<file path="src/sv/pfdg_pkg.sv">
// ----------------------------------------------------------------------------
// pfdg_pkg
// Shared types and constants for the packet fragment descriptor generator.
// ----------------------------------------------------------------------------
package pfdg_pkg;

	// Field widths
	localparam int LEN_W   = 16;
	localparam int TYPE_W  = 2;
	localparam int SIZE_W  = 14;
	localparam int SEQ_W   = 64;
	localparam int IDX_W   = 4;
	localparam int CNT_W   = 5;
	localparam int OVL_W   = 32;

	// Most fragments per packet, smallest usable payload size
	localparam int              MAX_FRAGS    = 16;
	localparam logic [SIZE_W-1:0] MIN_PAYLOAD = SIZE_W'(512);
	localparam logic [SIZE_W-1:0] SIZE_RESET  = SIZE_W'(1400);

	// Restoring division: one quotient bit per step
	localparam int DIV_STEPS = CNT_W;
	localparam int DSTEP_W   = $clog2(DIV_STEPS);
	// Dividend len + size - 1, and divisor shifted by the top quotient bit
	localparam int NUM_W     = LEN_W + 1;
	localparam int DIVS_W    = SIZE_W + DIV_STEPS - 1;
	localparam int CMP_W     = (NUM_W > DIVS_W) ? NUM_W : DIVS_W;

	// Packed stream widths
	localparam int OUT_DATA_BITS = SEQ_W + IDX_W + CNT_W + LEN_W + SIZE_W;
	localparam int OUT_DATA_W    = ((OUT_DATA_BITS + 7) / 8) * 8;
	localparam int OUT_USER_W    = 1 + TYPE_W;

	// Result status codes
	localparam logic STATUS_FRAG = 1'b0;
	localparam logic STATUS_DROP = 1'b1;

	// Packet type codes
	localparam logic [TYPE_W-1:0] PT_NONE     = 2'd0;
	localparam logic [TYPE_W-1:0] PT_INTEREST = 2'd1;
	localparam logic [TYPE_W-1:0] PT_DATA     = 2'd2;
	localparam logic [TYPE_W-1:0] PT_NACK     = 2'd3;

	// Controller to datapath commands
	typedef struct packed {
		logic               capture;   // latch the input transaction
		logic               div_step;  // one restoring division step
		logic               emit;      // load one result into the output register
	} pfdg_cmd_t;

	// Datapath to controller status
	typedef struct packed {
		logic len_zero;   // incoming packet length is zero
		logic over;       // packet needs more than MAX_FRAGS fragments
		logic last_frag;  // current fragment is the final one
		logic out_free;   // output register can take a result this cycle
	} pfdg_stat_t;

endpackage

</file>
<file path="src/sv/pfdg_ctrl.sv">
// ----------------------------------------------------------------------------
// pfdg_ctrl
// Controller: accepts a packet, runs the fragment count division, then
// sequences one result per cycle into the output register while it is free.
// ----------------------------------------------------------------------------
module pfdg_ctrl (
	input  logic                  clk,
	input  logic                  arst_n,
	input  logic                  in_valid,
	output logic                  in_ready,
	input  pfdg_pkg::pfdg_stat_t  stat,
	output pfdg_pkg::pfdg_cmd_t   cmd
);

	typedef enum logic [2:0] {
		ST_IDLE = 3'b001,
		ST_DIV  = 3'b010,
		ST_EMIT = 3'b100
	} state_t;

	state_t                         state_q;
	state_t                         state_d;
	logic [pfdg_pkg::DSTEP_W-1:0]   step_q;

	assign in_ready = (state_q == ST_IDLE);

	// Commands
	always_comb begin
		cmd          = '0;
		cmd.capture  = (state_q == ST_IDLE) && in_valid;
		cmd.div_step = (state_q == ST_DIV);
		cmd.emit     = (state_q == ST_EMIT) && stat.out_free;
	end

	// Next state
	always_comb begin
		state_d = state_q;
		case (state_q)
			ST_IDLE: begin
				if (in_valid && !stat.len_zero)
					state_d = ST_DIV;
			end
			ST_DIV: begin
				if (step_q == '0)
					state_d = ST_EMIT;
			end
			ST_EMIT: begin
				if (stat.out_free && (stat.over || stat.last_frag))
					state_d = ST_IDLE;
			end
			default: state_d = ST_IDLE;
		endcase
	end

	// State and division step counter
	always_ff @(posedge clk or negedge arst_n) begin
		if (!arst_n) begin
			state_q <= ST_IDLE;
			step_q  <= '0;
		end else begin
			state_q <= state_d;
			if (cmd.capture)
				step_q <= pfdg_pkg::DSTEP_W'(pfdg_pkg::DIV_STEPS - 1);
			else if (cmd.div_step && step_q != '0)
				step_q <= step_q - 1'b1;
		end
	end

endmodule

</file>
<file path="src/sv/pfdg_dp.sv">
// ----------------------------------------------------------------------------
// pfdg_dp
// Datapath: payload size register, fragment count divider, fragment walk
// (offset, remaining bytes, sequence counter) and the output register.
// ----------------------------------------------------------------------------
module pfdg_dp (
	input  logic                              clk,
	input  logic                              arst_n,
	input  logic                              cfg_wr_en,
	input  logic [pfdg_pkg::SIZE_W-1:0]       cfg_wr_data,
	input  logic [pfdg_pkg::LEN_W-1:0]        in_len,
	input  logic [pfdg_pkg::TYPE_W-1:0]       in_type,
	input  pfdg_pkg::pfdg_cmd_t               cmd,
	output pfdg_pkg::pfdg_stat_t              stat,
	output logic                              out_valid,
	input  logic                              out_ready,
	output logic [pfdg_pkg::OUT_DATA_W-1:0]   out_data,
	output logic [pfdg_pkg::OUT_USER_W-1:0]   out_user,
	output logic                              out_last
);

	localparam int LEN_W  = pfdg_pkg::LEN_W;
	localparam int SIZE_W = pfdg_pkg::SIZE_W;
	localparam int CNT_W  = pfdg_pkg::CNT_W;
	localparam int CMP_W  = pfdg_pkg::CMP_W;

	// Configuration and state
	logic [SIZE_W-1:0]            size_cfg_q;
	logic [pfdg_pkg::SEQ_W-1:0]   seq_q;
	logic [pfdg_pkg::OVL_W-1:0]   ovl_cnt_q;

	// Per packet working registers
	logic [LEN_W-1:0]             len_q;
	logic [pfdg_pkg::TYPE_W-1:0]  type_q;
	logic [SIZE_W-1:0]            size_q;
	logic [pfdg_pkg::NUM_W-1:0]   num_q;
	logic [CNT_W-1:0]             quot_q;
	logic [pfdg_pkg::DSTEP_W-1:0] shift_q;
	logic [CNT_W-1:0]             idx_q;
	logic [LEN_W-1:0]             off_q;
	logic [LEN_W-1:0]             rem_q;

	// Output register
	logic                         out_valid_q;
	logic [pfdg_pkg::OUT_DATA_W-1:0] out_data_q;
	logic [pfdg_pkg::OUT_USER_W-1:0] out_user_q;
	logic                         out_last_q;

	logic [SIZE_W-1:0]            size_eff;
	logic [CMP_W-1:0]             div_sh;
	logic                         div_ge;
	logic [SIZE_W-1:0]            frag_sz;
	logic [pfdg_pkg::SEQ_W-1:0]   seq_nxt;
	logic [LEN_W+4:0]             max_len;

	// Payload size clamped to the minimum
	assign size_eff = (size_cfg_q < pfdg_pkg::MIN_PAYLOAD) ? pfdg_pkg::MIN_PAYLOAD
		: size_cfg_q;

	// Divisor shifted to the current quotient bit
	assign div_sh = CMP_W'(size_q) << shift_q;
	assign div_ge = CMP_W'(num_q) >= div_sh;

	// Over length: len > MAX_FRAGS * size (MAX_FRAGS is a power of two here)
	assign max_len = (LEN_W+5)'(size_q) * (LEN_W+5)'(pfdg_pkg::MAX_FRAGS);

	// Fragment size: the remainder, capped at the payload size
	assign frag_sz = (rem_q < LEN_W'(size_q)) ? rem_q[SIZE_W-1:0] : size_q;
	assign seq_nxt = seq_q + 1'b1;

	// Status to controller
	always_comb begin
		stat           = '0;
		stat.len_zero  = (in_len == '0);
		stat.over      = (LEN_W+5)'(len_q) > max_len;
		stat.last_frag = (rem_q <= LEN_W'(size_q));
		stat.out_free  = !out_valid_q || out_ready;
	end

	// Configuration register and running state
	always_ff @(posedge clk or negedge arst_n) begin
		if (!arst_n) begin
			size_cfg_q <= pfdg_pkg::SIZE_RESET;
			seq_q      <= '0;
			ovl_cnt_q  <= '0;
		end else begin
			if (cfg_wr_en)
				size_cfg_q <= cfg_wr_data;
			if (cmd.emit) begin
				if (stat.over) begin
					if (ovl_cnt_q != '1)
						ovl_cnt_q <= ovl_cnt_q + 1'b1;
				end else begin
					seq_q <= seq_nxt;
				end
			end
		end
	end

	// Capture, division steps and fragment walk
	always_ff @(posedge clk) begin
		if (cmd.capture) begin
			len_q   <= in_len;
			type_q  <= in_type;
			size_q  <= size_eff;
			num_q   <= pfdg_pkg::NUM_W'(in_len) + pfdg_pkg::NUM_W'(size_eff) - 1'b1;
			quot_q  <= '0;
			shift_q <= pfdg_pkg::DSTEP_W'(pfdg_pkg::DIV_STEPS - 1);
			idx_q   <= '0;
			off_q   <= '0;
			rem_q   <= in_len;
		end else if (cmd.div_step) begin
			if (div_ge)
				num_q <= num_q - div_sh[pfdg_pkg::NUM_W-1:0];
			quot_q <= {quot_q[CNT_W-2:0], div_ge};
			if (shift_q != '0)
				shift_q <= shift_q - 1'b1;
		end else if (cmd.emit) begin
			idx_q <= idx_q + 1'b1;
			off_q <= off_q + LEN_W'(frag_sz);
			rem_q <= rem_q - LEN_W'(frag_sz);
		end
	end

	// Output register valid
	always_ff @(posedge clk or negedge arst_n) begin
		if (!arst_n)
			out_valid_q <= 1'b0;
		else if (cmd.emit)
			out_valid_q <= 1'b1;
		else if (out_ready)
			out_valid_q <= 1'b0;
	end

	// Output register payload
	always_ff @(posedge clk) begin
		if (cmd.emit) begin
			if (stat.over) begin
				out_data_q <= '0;
				out_user_q <= {pfdg_pkg::PT_NONE, pfdg_pkg::STATUS_DROP};
				out_last_q <= 1'b1;
			end else begin
				out_data_q <= pfdg_pkg::OUT_DATA_W'({frag_sz, off_q, quot_q,
					idx_q[pfdg_pkg::IDX_W-1:0], seq_nxt});
				out_user_q <= {(idx_q == '0) ? type_q : pfdg_pkg::PT_NONE,
					pfdg_pkg::STATUS_FRAG};
				out_last_q <= stat.last_frag;
			end
		end
	end

	assign out_valid = out_valid_q;
	assign out_data  = out_data_q;
	assign out_user  = out_user_q;
	assign out_last  = out_last_q;

endmodule

</file>
<file path="src/sv/packet_fragment_descriptor_gen_top.sv">
// ----------------------------------------------------------------------------
// packet_fragment_descriptor_gen_top
// Splits a packet into fragment descriptors, or one drop result when over length.
// ----------------------------------------------------------------------------
// Channel   Dir  Signals                                Contents
// s_        in   s_tvalid s_tready s_tdata s_tuser       packet length, type
// m_        out  m_tvalid m_tready m_tdata m_tuser m_tlast  fragment descriptor
// cfg_      in   cfg_wr_en cfg_wr_data                   payload size per fragment
//
// A packet is captured, the divider works out the fragment count one quotient
// bit per step, then one result goes out per fragment (up to 16), or one for a
// drop. A zero length packet gives no result.
// Reset (arst_n low) sets payload size 1400, sequence and drop counters zero.
// m_tready low holds the output register and stalls the fragment walk; the
// last result may still wait while the next packet is taken.
// ----------------------------------------------------------------------------
module packet_fragment_descriptor_gen_top (
	input  logic                              clk,
	input  logic                              arst_n,
	// Configuration
	input  logic                              cfg_wr_en,
	input  logic [pfdg_pkg::SIZE_W-1:0]       cfg_wr_data,
	// Packet input
	input  logic                              s_tvalid,
	output logic                              s_tready,
	input  logic [pfdg_pkg::LEN_W-1:0]        s_tdata,   // [15:0] pkt_len
	input  logic [pfdg_pkg::TYPE_W-1:0]       s_tuser,   // [1:0] pkt_type
	// Descriptor output
	output logic                              m_tvalid,
	input  logic                              m_tready,
	output logic [pfdg_pkg::OUT_DATA_W-1:0]   m_tdata,   // [63:0] seq_num, [67:64] frag_index,
	                                                     // [72:68] frag_count,
	                                                     // [88:73] frag_offset,
	                                                     // [102:89] frag_size, [103] zero
	output logic [pfdg_pkg::OUT_USER_W-1:0]   m_tuser,   // [0] status, [2:1] frag_type
	output logic                              m_tlast
);

	pfdg_pkg::pfdg_cmd_t  cmd;
	pfdg_pkg::pfdg_stat_t stat;

	// Sequencing
	pfdg_ctrl u_ctrl (
		.clk      (clk),
		.arst_n   (arst_n),
		.in_valid (s_tvalid),
		.in_ready (s_tready),
		.stat     (stat),
		.cmd      (cmd)
	);

	// Arithmetic and output register
	pfdg_dp u_dp (
		.clk         (clk),
		.arst_n      (arst_n),
		.cfg_wr_en   (cfg_wr_en),
		.cfg_wr_data (cfg_wr_data),
		.in_len      (s_tdata),
		.in_type     (s_tuser),
		.cmd         (cmd),
		.stat        (stat),
		.out_valid   (m_tvalid),
		.out_ready   (m_tready),
		.out_data    (m_tdata),
		.out_user    (m_tuser),
		.out_last    (m_tlast)
	);

endmodule

</file>
<file path="config.mk">
export PLATFORM = sky130hd
export DESIGN_NAME = packet_fragment_descriptor_gen_top
export DESIGN_NICKNAME = d
export VERILOG_FILES = /design/src/sv/pfdg_pkg.sv /design/src/sv/pfdg_ctrl.sv /design/src/sv/pfdg_dp.sv /design/src/sv/packet_fragment_descriptor_gen_top.sv
export SDC_FILE = /design/constraint.sdc
export NUM_CORES = 1
export LEC_CHECK = 0
export BUFFER_PORTS_ARGS = -buffer_cell sky130_fd_sc_hd__buf_4
export CAP_MARGIN = 20
export CORE_ASPECT_RATIO = 1.4
export CORE_MARGIN = 5
export CORE_UTILIZATION = 60
export DETAILED_ROUTE_END_ITERATION = 6
export GPL_TIMING_DRIVEN = 1
export PLACE_DENSITY = 0.8
export SETUP_SLACK_MARGIN = 0.05
export SYNTH_ARGS = -nofsm -noshare
export SYNTH_HDL_FRONTEND = slang
export SYNTH_SLANG_ARGS = --single-unit
</file>
<file path="constraint.sdc">
create_clock -name clk -period 12.1 [get_ports clk]
set_input_delay 1.21 -clock clk [delete_from_list [all_inputs] [get_ports clk]]
set_output_delay 1.21 -clock clk [all_outputs]
set_load 0.01 [all_outputs]
</file>
* Word level (Yosys, flattened, before mapping) *
Cells that the tools add are included.

word-level totals
  register bits after elaboration = 287
  output and inout bits = 110
  word-level logic and storage cells = 87

operators by class
  $add $sub $neg = 9
  order comparisons = 5
  equal/unequal tests = 7
  shift operators = 1
  muxes and demuxes = 17
  bitwise gates (word level) = 3
  reduce and logical (&&, ||, !) cells = 26

operator list
  cell                                                                     count
  64-bit by 1-bit adder with 64-bit output (second input constant)         1
  17-bit 2-to-1 mux                                                        3
  16-bit 2-to-1 mux                                                        3
  14-bit 2-to-1 mux                                                        2
  17-bit by 18-bit >= comparator with 1-bit output                         1
  16-bit by 18-bit > comparator with 1-bit output                          1
  14-bit by 3-bit left shift with 18-bit output                            1
  16-bit by 14-bit adder with 17-bit output                                1
  17-bit by 1-bit subtractor with 17-bit output (second input constant)    1
  17-bit subtractor                                                        1
  16-bit by 14-bit adder with 16-bit output                                1
  16-bit by 14-bit <= comparator with 1-bit output                         1
  16-bit logical NOT                                                       1
  16-bit by 14-bit < comparator with 1-bit output                          1
  16-bit by 14-bit subtractor with 16-bit output                           1
  3-bit 2-to-1 mux                                                         5
  14-bit by 10-bit < comparator with 1-bit output (second input constant)  1
  2-bit AND reduction                                                      5
  2-bit nonzero test                                                       5
  3-bit one-hot mux with 3 select lines                                    1
  2-bit != test (second input constant)                                    3
  3-bit nonzero test                                                       2
  3-bit by 1-bit subtractor with 3-bit output (second input constant)      2
  5-bit by 1-bit adder with 5-bit output (second input constant)           1
  13 further kinds                                                         23

* Logic depth before layout (Yosys ltp) *
Gate-level depths: netlist (run 1).

  word-level depth = 6
  mapped depth = 20

* By module *
From an unflattened synthesis (run 1), not the netlist that was laid out.

unflattened totals
  cell total of the unflattened synthesis = 1654
  area, all modules = 16663.5 um^2

by module, submodules not included
  module     times used  cells each  area each (um^2)
  pfdg_dp    1           1621        16335.7
  pfdg_ctrl  1           33          327.8

* Worst setup path after synthesis (run 1) *
OpenSTA, ideal clock, no wires.

  path type = input port to flip-flop
  from = in m_tready
  to = reg u_dp.off_q[14]
  data arrival time = 5610 ps
  required time = 11923 ps
  path slack = 6314 ps
  stages = 7
  path through = nand2b_1 nand3_1 inv_2 clkbuf_1 o21ai_0 xor2_1 nor2_1

RTL lines
  what                    RTL line                                  text
  start: declaration      packet_fragment_descriptor_gen_top.sv:30  input logic m_tready,
  end signal: assignment  pfdg_dp.sv:120                            off_q <= off_q + LEN_W'(frag_sz);
  end: declaration        pfdg_dp.sv:40                             logic [LEN_W-1:0] off_q;

* Worst setup path after layout (run 1) *
  from = reg u_dp.size_q[12]
  to = reg u_dp.rem_q[15], data pin

on the way
  word-level cells in the longest chain between the ends = 6

ends and longest elaborated chain
  what                                              RTL line        text
  start: declaration                                pfdg_dp.sv:35   logic [SIZE_W-1:0] size_q;
  start signal: assignment                          pfdg_dp.sv:105  size_q <= size_eff;
  16-bit by 14-bit < comparator with 1-bit output   pfdg_dp.sv:68   assign frag_sz = (rem_q < LEN_W'(size_q)) ? rem_q[SIZE_W-1:0] : size_q;
  14-bit 2-to-1 mux *                               pfdg_dp.sv:68
  16-bit by 14-bit subtractor with 16-bit output *  pfdg_dp.sv:121  rem_q <= rem_q - LEN_W'(frag_sz);
  16-bit 2-to-1 mux *                               pfdg_dp.sv:118  end else if (cmd.emit) begin
  16-bit 2-to-1 mux *                               pfdg_dp.sv:112  end else if (cmd.div_step) begin
  16-bit 2-to-1 mux *                               pfdg_dp.sv:102  if (cmd.capture) begin
  end signal: assignment                            pfdg_dp.sv:111  rem_q <= in_len;
  end signal: assignment                            pfdg_dp.sv:121
  end: declaration                                  pfdg_dp.sv:41   logic [LEN_W-1:0] rem_q;

Every way passes the cells marked *; elsewhere a longest branch is shown, timed or not. The select of a mux whose other input is x is not followed.
A chain may end at the register's enable or synchronous reset.

==> results of run 1 <==
## stage by stage
stage	power (mW)	hold slack, ns	cells	area (µm²)
after global routing	4.01	0.484	2094	18400
after detailed placement	2.91	0.446	2044	17600
after floorplan	2.52	0.425	1582	16200
after CTS	3.77	0.455	2094	18400
after global placement	2.86	0.439	2044	17600
final	3.77	0.453	2094	18400
## area by class of cell
class | instances | area [µm²] | area share
tap | 365 | 457 | 0.0248
multi-input combinational | 1116 | 7600 | 0.412
clock buffer | 34 | 743 | 0.0403
inverter | 123 | 464 | 0.0252
timing repair buffer | 154 | 1160 | 0.0627
clock inverter | 16 | 139 | 0.00753
sequential | 286 | 7880 | 0.427
## report_power, final
part | switching, mW | total, mW | internal (mW)
Clock | 0.381 | 0.844 | 0.463
Combinational | 0.918 | 1.58 | 0.660
Sequential | 0.105 | 1.34 | 1.24
Total | 1.41 | 3.77 | 2.36
## cell usage after synthesis, types with 5 or more instances
cell type,number,area (µm²)
edfxtp_1,172,5160
nor2_1,172,646
nand2_1,131,492
inv_1,119,447
ha_1,108,1350
xor2_1,91,797
a21oi_1,81,405
dfrtp_1,78,1950
xnor2_1,74,648
o21ai_0,62,310
and2_1,40,250
mux2i_1,36,360
clkbuf_1,35,131
nand3_1,34,170
nor3_1,33,165
dfxtp_1,29,581
nand4_1,25,156
and3_1,21,131
a21o_1,20,150
nand2b_1,19,119
or3_1,19,119
buf_1,12,45.0
nor2b_1,11,68.8
mux2_2,10,113
or2_2,10,62.6
nor4_1,9,56.3
o31ai_1,9,67.6
buf_2,8,40.0
o21a_1,8,60.1
a31oi_1,7,43.8
dfstp_2,7,184
o211ai_1,7,52.6
a211oi_1,6,45.0
and4_1,6,52.6
o21bai_1,6,45.0
mux4_2,5,113
## cells by family (layout without fill, tap and decap cells)
family,Yosys count,after routing,share of synthesized area
other,1,1,0.000232
and+or+nand+nor,556,556,0.169
adders and majority gates,112,112,0.0886
AOI/OAI and AO/OA,231,231,0.0864
DFF,286,286,0.488
muxes,51,51,0.0362
xor gates and xnor gates,165,165,0.0894
buffers and inverters,180,327,0.0429
## worst max-delay path: stages (launching register included)
cell and delay (ns):
edfxtp_1 0.46, inv_1 0.12, ha_1 0.32, nand4_1 0.09, nor4_1 0.47, and2_1 0.22
o21ai_0 0.10, o2111ai_2 0.16, buf_4 0.32, mux2i_1 0.31, ha_1 0.32, o21a_1 0.13
o31a_1 0.14, o211ai_1 0.35, a311oi_1 0.22, o21ai_0 0.27, a21oi_1 0.15, or4_1 0.40
a31oi_1 0.16
## routing by layer
| metal | wire, µm | share of wire | vias up |
|---|---|---|---|
| met5 | 0 | 0 | - |
| met4 | 1870 | 0.051 | 0 |
| met3 | 1620 | 0.044 | 106 |
| met2 | 19600 | 0.53 | 340 |
| met1 | 13900 | 0.38 | 5745 |
| li1 | - | - | 5747 |
## registers in the layout, summed over array words and instances (netlist names), 5 cells and up
name and count:
u_dp.quot_q 5, u_dp.rem_q 16, u_dp.size_cfg_q 14, u_dp.num_q 17, u_dp.idx_q 5, u_dp.off_q 16
u_dp.seq_q 64, u_dp.len_q 16, u_dp.out_data 103, u_dp.size_q 14
## worst paths after layout
check / from / endpoint / slack (ns) / cells after the start
min: u_dp.quot_q[4] / u_dp.quot_q[4] / 0.45 / 2
max in group asynchronous: arst_n / u_dp.out_valid / 10.38 / 2
max reg2reg: u_dp.size_q[12] / u_dp.rem_q[15] / 7.25 / 18
min reg2reg: u_dp.quot_q[4] / u_dp.quot_q[4] / 0.45 / 2
min in group asynchronous: arst_n / u_dp.seq_q[58] / 0.55 / 1
max: u_dp.size_q[12] / u_dp.rem_q[15] / 7.25 / 18
==> impl_metrics.py, run 1 <==
metrics = {
    "sta": {
        "timing.final.crit_share": 0.401,
        "max_freq_ghz": 0.206,
        "fin_skew_ns": 0.0263,
        "worst_pin_slew_ns": 1.06,
        "fin_crit_ns": 4.85,
        "max_slew_margin": 0.275,
        "drv_slew": 0,
        "finalHoldViolCount": 0,
        "rsz0062_at_grt": "false",
        "tns_ns": 0,
        "setup_viol": 0,
        "worst_slack_ns": 7.25,
    },
    "yosys": {
        "ys_seq_area_frac": 0.488,
        "syn_area_per_cell_um2": 10.2,
        "synth_nets": 1731,
        "synthArstFlopShare": 0.297,
        "syn_area_um2": 16200,
        "yosysWarningCount": 0,
        "yosysUniqueCellTypes": 72,
        "synthFlopType": "edfxtp_1",
        "synth_edf_count": 172,
        "synthesis.instances": 1582,
        "synth_seq_cells": 286,
    },
    "place": {
        "dp_slack_ns": 7.37,
        "place_congestion": 0.909,
        "port_buffers": 145,
        "hpwlAfterDp_um": 27300,
    },
    "floorplan": {
        "ios": 147,
        "die_x_um": 149,
        "die_y_um": 204,
        "num_rows": 71,
        "initial_utilization": 0.604,
        "dieArea_um2": 30400,
        "core_area_um2": 26700,
    },
    "clock_tree": {
        "cts_resized": 0,
        "clk_pin_slew_ns": 0.07,
        "htreeDepth": 1,
        "cts_hold_buf": 0,
        "clkSinkCount": 286,
        "clock_latency_ns": 0.56,
        "clockBufferDepth": 3,
        "cts_setup_buffers": 0,
        "cts-root-buf": "clkbuf_16",
        "cts_tree": "yes",
        "cts-buffers-inserted": 27,
    },
    "detailed_routing": {
        "vias": 11938,
        "drt_iter0_markers": 713,
        "drc": 0,
        "final_antenna_net_count": 0,
        "wl_um": 37000,
        "wire_per_inst_um": 17.7,
        "drtPass1Iterations": 5,
        "via_per_inst": 5.70,
    },
    "grt": {
        "met1_usage": 0.278,
        "grt_pass1_wl_um": 60500,
        "globalRouteMet2Util": 0.457,
        "met3_usage": 0.0273,
        "overflow": 0,
        "antenna_found_initial": 0,
        "grt_max_degree": 89,
        "busiest_layer": "met2",
        "grt_use_total": 0.246,
        "grt_pass1_vias": 12294,
    },
    "worst_setup_path": {
        "worstPathArrival_ns": 5.25,
        "path_class": "reg2reg",
        "path_max_fanout": 11,
        "start_kind": "flip-flop",
        "worstSetupEndpointType": "flip-flop",
        "worstPathRequired_ns": 12.50,
    },
    "layout": {
        "num_antenna_cells": 0,
        "most-common-layout-cells": "172 x nor2_1, 172 x edfxtp_1, 154 x buf_4",
        "nets": 1857,
        "fill_cells": 2050,
        "syn2layout_area_growth_pct": 14.1,
        "final_layout_size_suffix_gt1_frac": 0.143,
        "post-route-util": 0.690,
    },
    "outcome": {
        "status": "complete, no violations",
    },
    "pwr": {
        "power_density_nw_per_um2": 204,
        "leakage_nw": 8.33,
        "max-vdd-ir-drop_uv": 193,
    },
    "min_path": {
        "hp-class": "reg2reg",
    },
    "job": {
        "maxCapViolCount": 0,
    },
}
(Power assumes the default switching activity.)
==> run 2: changes to the inputs <==
Settings changed: ABC_AREA set to 1.
Clock period 12.1 ns to 4.8 ns, I/O delays scaled along.
==> impl_metrics.py, run 2 <==
metrics = {
    "outcome": {
        "status": "complete, no violations",
    },
    "floorplan": {
        "num_rows": 73,
        "dieArea_um2": 32000,
        "ios": 147,
        "core_area_um2": 28200,
        "initial_utilization": 0.605,
        "die_y_um": 210,
        "die_x_um": 153,
    },
    "worst_setup_path": {
        "path_max_fanout": 13,
        "crit_slowest_cell": "o21ai_0",
        "crit_path_start": "u_dp.size_q[13]",
        "worstSetupEndpointType": "flip-flop",
        "critPathTopFamily": "compound AO/OA/AOI/OAI gates",
        "start_kind": "flip-flop",
        "r2r-start": "u_dp.size_q[13]",
        "path_class": "reg2reg",
        "reg2regPathDepth": 18,
        "worstPathRequired_ns": 5.11,
        "cp.depth": 18,
        "crit_top_cell": "nand2_1",
        "reg2reg_to": "u_dp.rem_q[15]",
        "worstPathArrival_ns": 4.49,
        "slowest_delay_ns": 0.64,
        "ff2ff_setup_slack_ns": 0.63,
        "critPathBufInv": 2,
        "path_cells": "inv_1, ha_1, a21oi_1, nand2_1, a21oi_1, nand2_1, o21ai_0, inv_1, ha_1, nand3b_1, nand2_1, a21oi_1, o21ai_0, nand3_1, nand2_1, nand2_1, nand3_1, nand2_1",
    },
    "grt": {
        "busiest_layer": "met2",
        "grt_pass1_wl_um": 79400,
        "antenna_found_initial": 0,
        "overflow": 0,
        "grt_pass1_vias": 14985,
        "met1_usage": 0.320,
        "met3_usage": 0.0342,
        "grt_max_degree": 63,
        "globalRouteMet2Util": 0.605,
        "grt_use_total": 0.315,
    },
    "yosys": {
        "synthArstFlopShare": 0.297,
        "synth_edf_count": 172,
        "synth_area_leader_cell": "edfxtp_1",
        "syn_area_per_cell_um2": 8.22,
        "synth_nets": 2227,
        "ys_seq_area_frac": 0.461,
        "synthesis.instances": 2078,
        "yosys-top-cells-count": "488 x nand2_1, 315 x inv_1, 184 x nor2_1, 181 x o21ai_0, 172 x edfxtp_1",
        "synth_area_leaders": "edfxtp_1 30%, dfrtp_1 11%, nand2_1 11%, ha_1 7.9%, inv_1 6.9%",
        "synth_top_area_frac": 0.302,
        "yosysWarningCount": 0,
        "syn_area_um2": 17100,
        "synthFlopType": "edfxtp_1",
        "synth_most_common_cell": "nand2_1",
        "yosysUniqueCellTypes": 51,
        "synth_seq_cells": 286,
    },
    "layout": {
        "nets": 2363,
        "fill_cells": 2313,
        "num_antenna_cells": 0,
        "final_layout_size_suffix_gt1_frac": 0.114,
        "largest_register_ffs": 103,
        "syn2layout_area_growth_pct": 14.5,
        "final_common_cell": "nand2_1",
        "seqCellArea_um2": 7880,
        "multiInputGateArea_um2": 7750,
        "most-common-layout-cells": "488 x nand2_1, 314 x inv_1, 184 x nor2_1",
    },
    "detailed_routing": {
        "wire_per_inst_um": 19.4,
        "drtPass1Iterations": 5,
        "via_per_inst": 5.59,
        "wl_um": 50600,
        "vias": 14594,
        "drc": 0,
        "drt_iter0_markers": 920,
        "final_antenna_net_count": 0,
    },
    "sta": {
        "tns_ns": 0,
        "setup_viol": 0,
        "drv_slew": 0,
        "hold_slack_ns": 0.0990,
        "max_slew_margin": 0.273,
        "worst_slack_ns": 0.627,
        "timing.final.crit_share": 0.869,
        "rsz0062_at_grt": "false",
        "max_freq_ghz": 0.240,
        "finalHoldViolCount": 0,
        "worst_pin_slew_ns": 1.09,
        "fin_skew_ns": 0.0178,
        "fin_crit_ns": 4.17,
    },
    "min_path": {
        "min_from": "s_tuser[1]",
        "worstHoldEndpoint": "u_dp.type_q[1]",
        "hp-class": "in2reg",
        "worstHoldPathCells": 1,
    },
    "pwr": {
        "max-vdd-ir-drop_uv": 399,
        "power_density_nw_per_um2": 657,
        "leakage_nw": 9.02,
    },
    "clock_tree": {
        "clock_latency_ns": 0.57,
        "cts_setup_buffers": 0,
        "cts-buffers-inserted": 29,
        "cts_tree": "yes",
        "clk_pin_slew_ns": 0.07,
        "htreeDepth": 1,
        "clkSinkCount": 286,
        "cts-root-buf": "clkbuf_16",
        "clockBufferDepth": 3,
    },
    "place": {
        "place_congestion": 1.09,
        "port_buffers": 145,
        "hpwlAfterDp_um": 39300,
        "dp_slack_ns": 0.527,
    },
    "job": {
        "maxCapViolCount": 0,
    },
}
## run 2: cell count changes in the layout (fill, tap and decap cells not counted), sizes merged, moves of 16 or more
| cell | change |
|---|---|
| nand3 | +51 |
| and3 | -19 |
| inv | +197 |
| or3 | -19 |
| nand2b | -19 |
| mux2i | -29 |
| and2 | -33 |
| o21ai | +131 |
| xnor2 | -54 |
| xor2 | -38 |
| nor2 | +16 |
| a21oi | +26 |
| nand2 | +359 |
## run 2: repair_timing
action	CTS	global route
hold buffers	1	0
hold endpoints to repair	40	0
resized for setup	0	0
## run 2: how the worst max path moves through the flow
| stage | end |
|---|---|
| floorplan | u_dp.rem_q[10] |
| global placement | u_dp.rem_q[15] |
| detailed placement | u_dp.rem_q[15] |
| CTS | u_dp.rem_q[15] |
| global route | u_dp.rem_q[15] |
| finish | u_dp.rem_q[15] |
## run 2: worst reg2reg max path, delay by kind of cell (launching register included)
family	cells	cell delay [ns]
flops	1	0.40
simple gates	9	1.01
fa+ha+maj	2	0.64
buf+inv	2	0.23
compound gates	5	1.65
## run 2: where the power goes
group	internal [mW]	total, mW	switching (mW)
Combinational	2.17	6.34	4.17
Sequential	3.62	4.07	0.452
Clock	1.46	2.45	0.990
Total	7.25	12.9	5.61
## run 2: layer usage
layer / part of all wire / routed length (µm) / vias to the layer above
li1: - / - / 7090
met1: 0.34 / 17100 / 6856
met2: 0.54 / 27500 / 478
met3: 0.041 / 2100 / 170
met4: 0.077 / 3920 / 0
met5: 0 / 0 / -
## run 2: logic make-up (layout without fill, tap and decap cells)
group | Yosys count | after routing | synth area share
fa+ha+maj | 112 | 112 | 0.0838
compound gates | 339 | 339 | 0.105
other cells | 1 | 1 | 0.000220
mux | 16 | 16 | 0.0100
xor+xnor | 73 | 73 | 0.0374
simple gates | 877 | 877 | 0.217
flops | 286 | 286 | 0.461
buf+inv | 374 | 533 | 0.0847
## run 2: cell type report
type                            count  share of cell area
Clock inverter                     15             0.00985
Clock buffer                       39              0.0432
Tap cell                          375              0.0240
Sequential cell                   286               0.403
Timing Repair Buffer              160              0.0622
Inverter                          319              0.0613
Multi-Input combinational cell   1418               0.396
## run 2: metrics by stage
stage                util  power (mW)  instance area (µm²)  instances
global placement    0.655        10.2                18500       2556
global route        0.693        13.9                19600       2612
detailed placement  0.656        10.3                18500       2557
floorplan               -        8.48                17100       2078
finish              0.693        12.9                19600       2612
CTS                 0.693        12.8                19600       2612
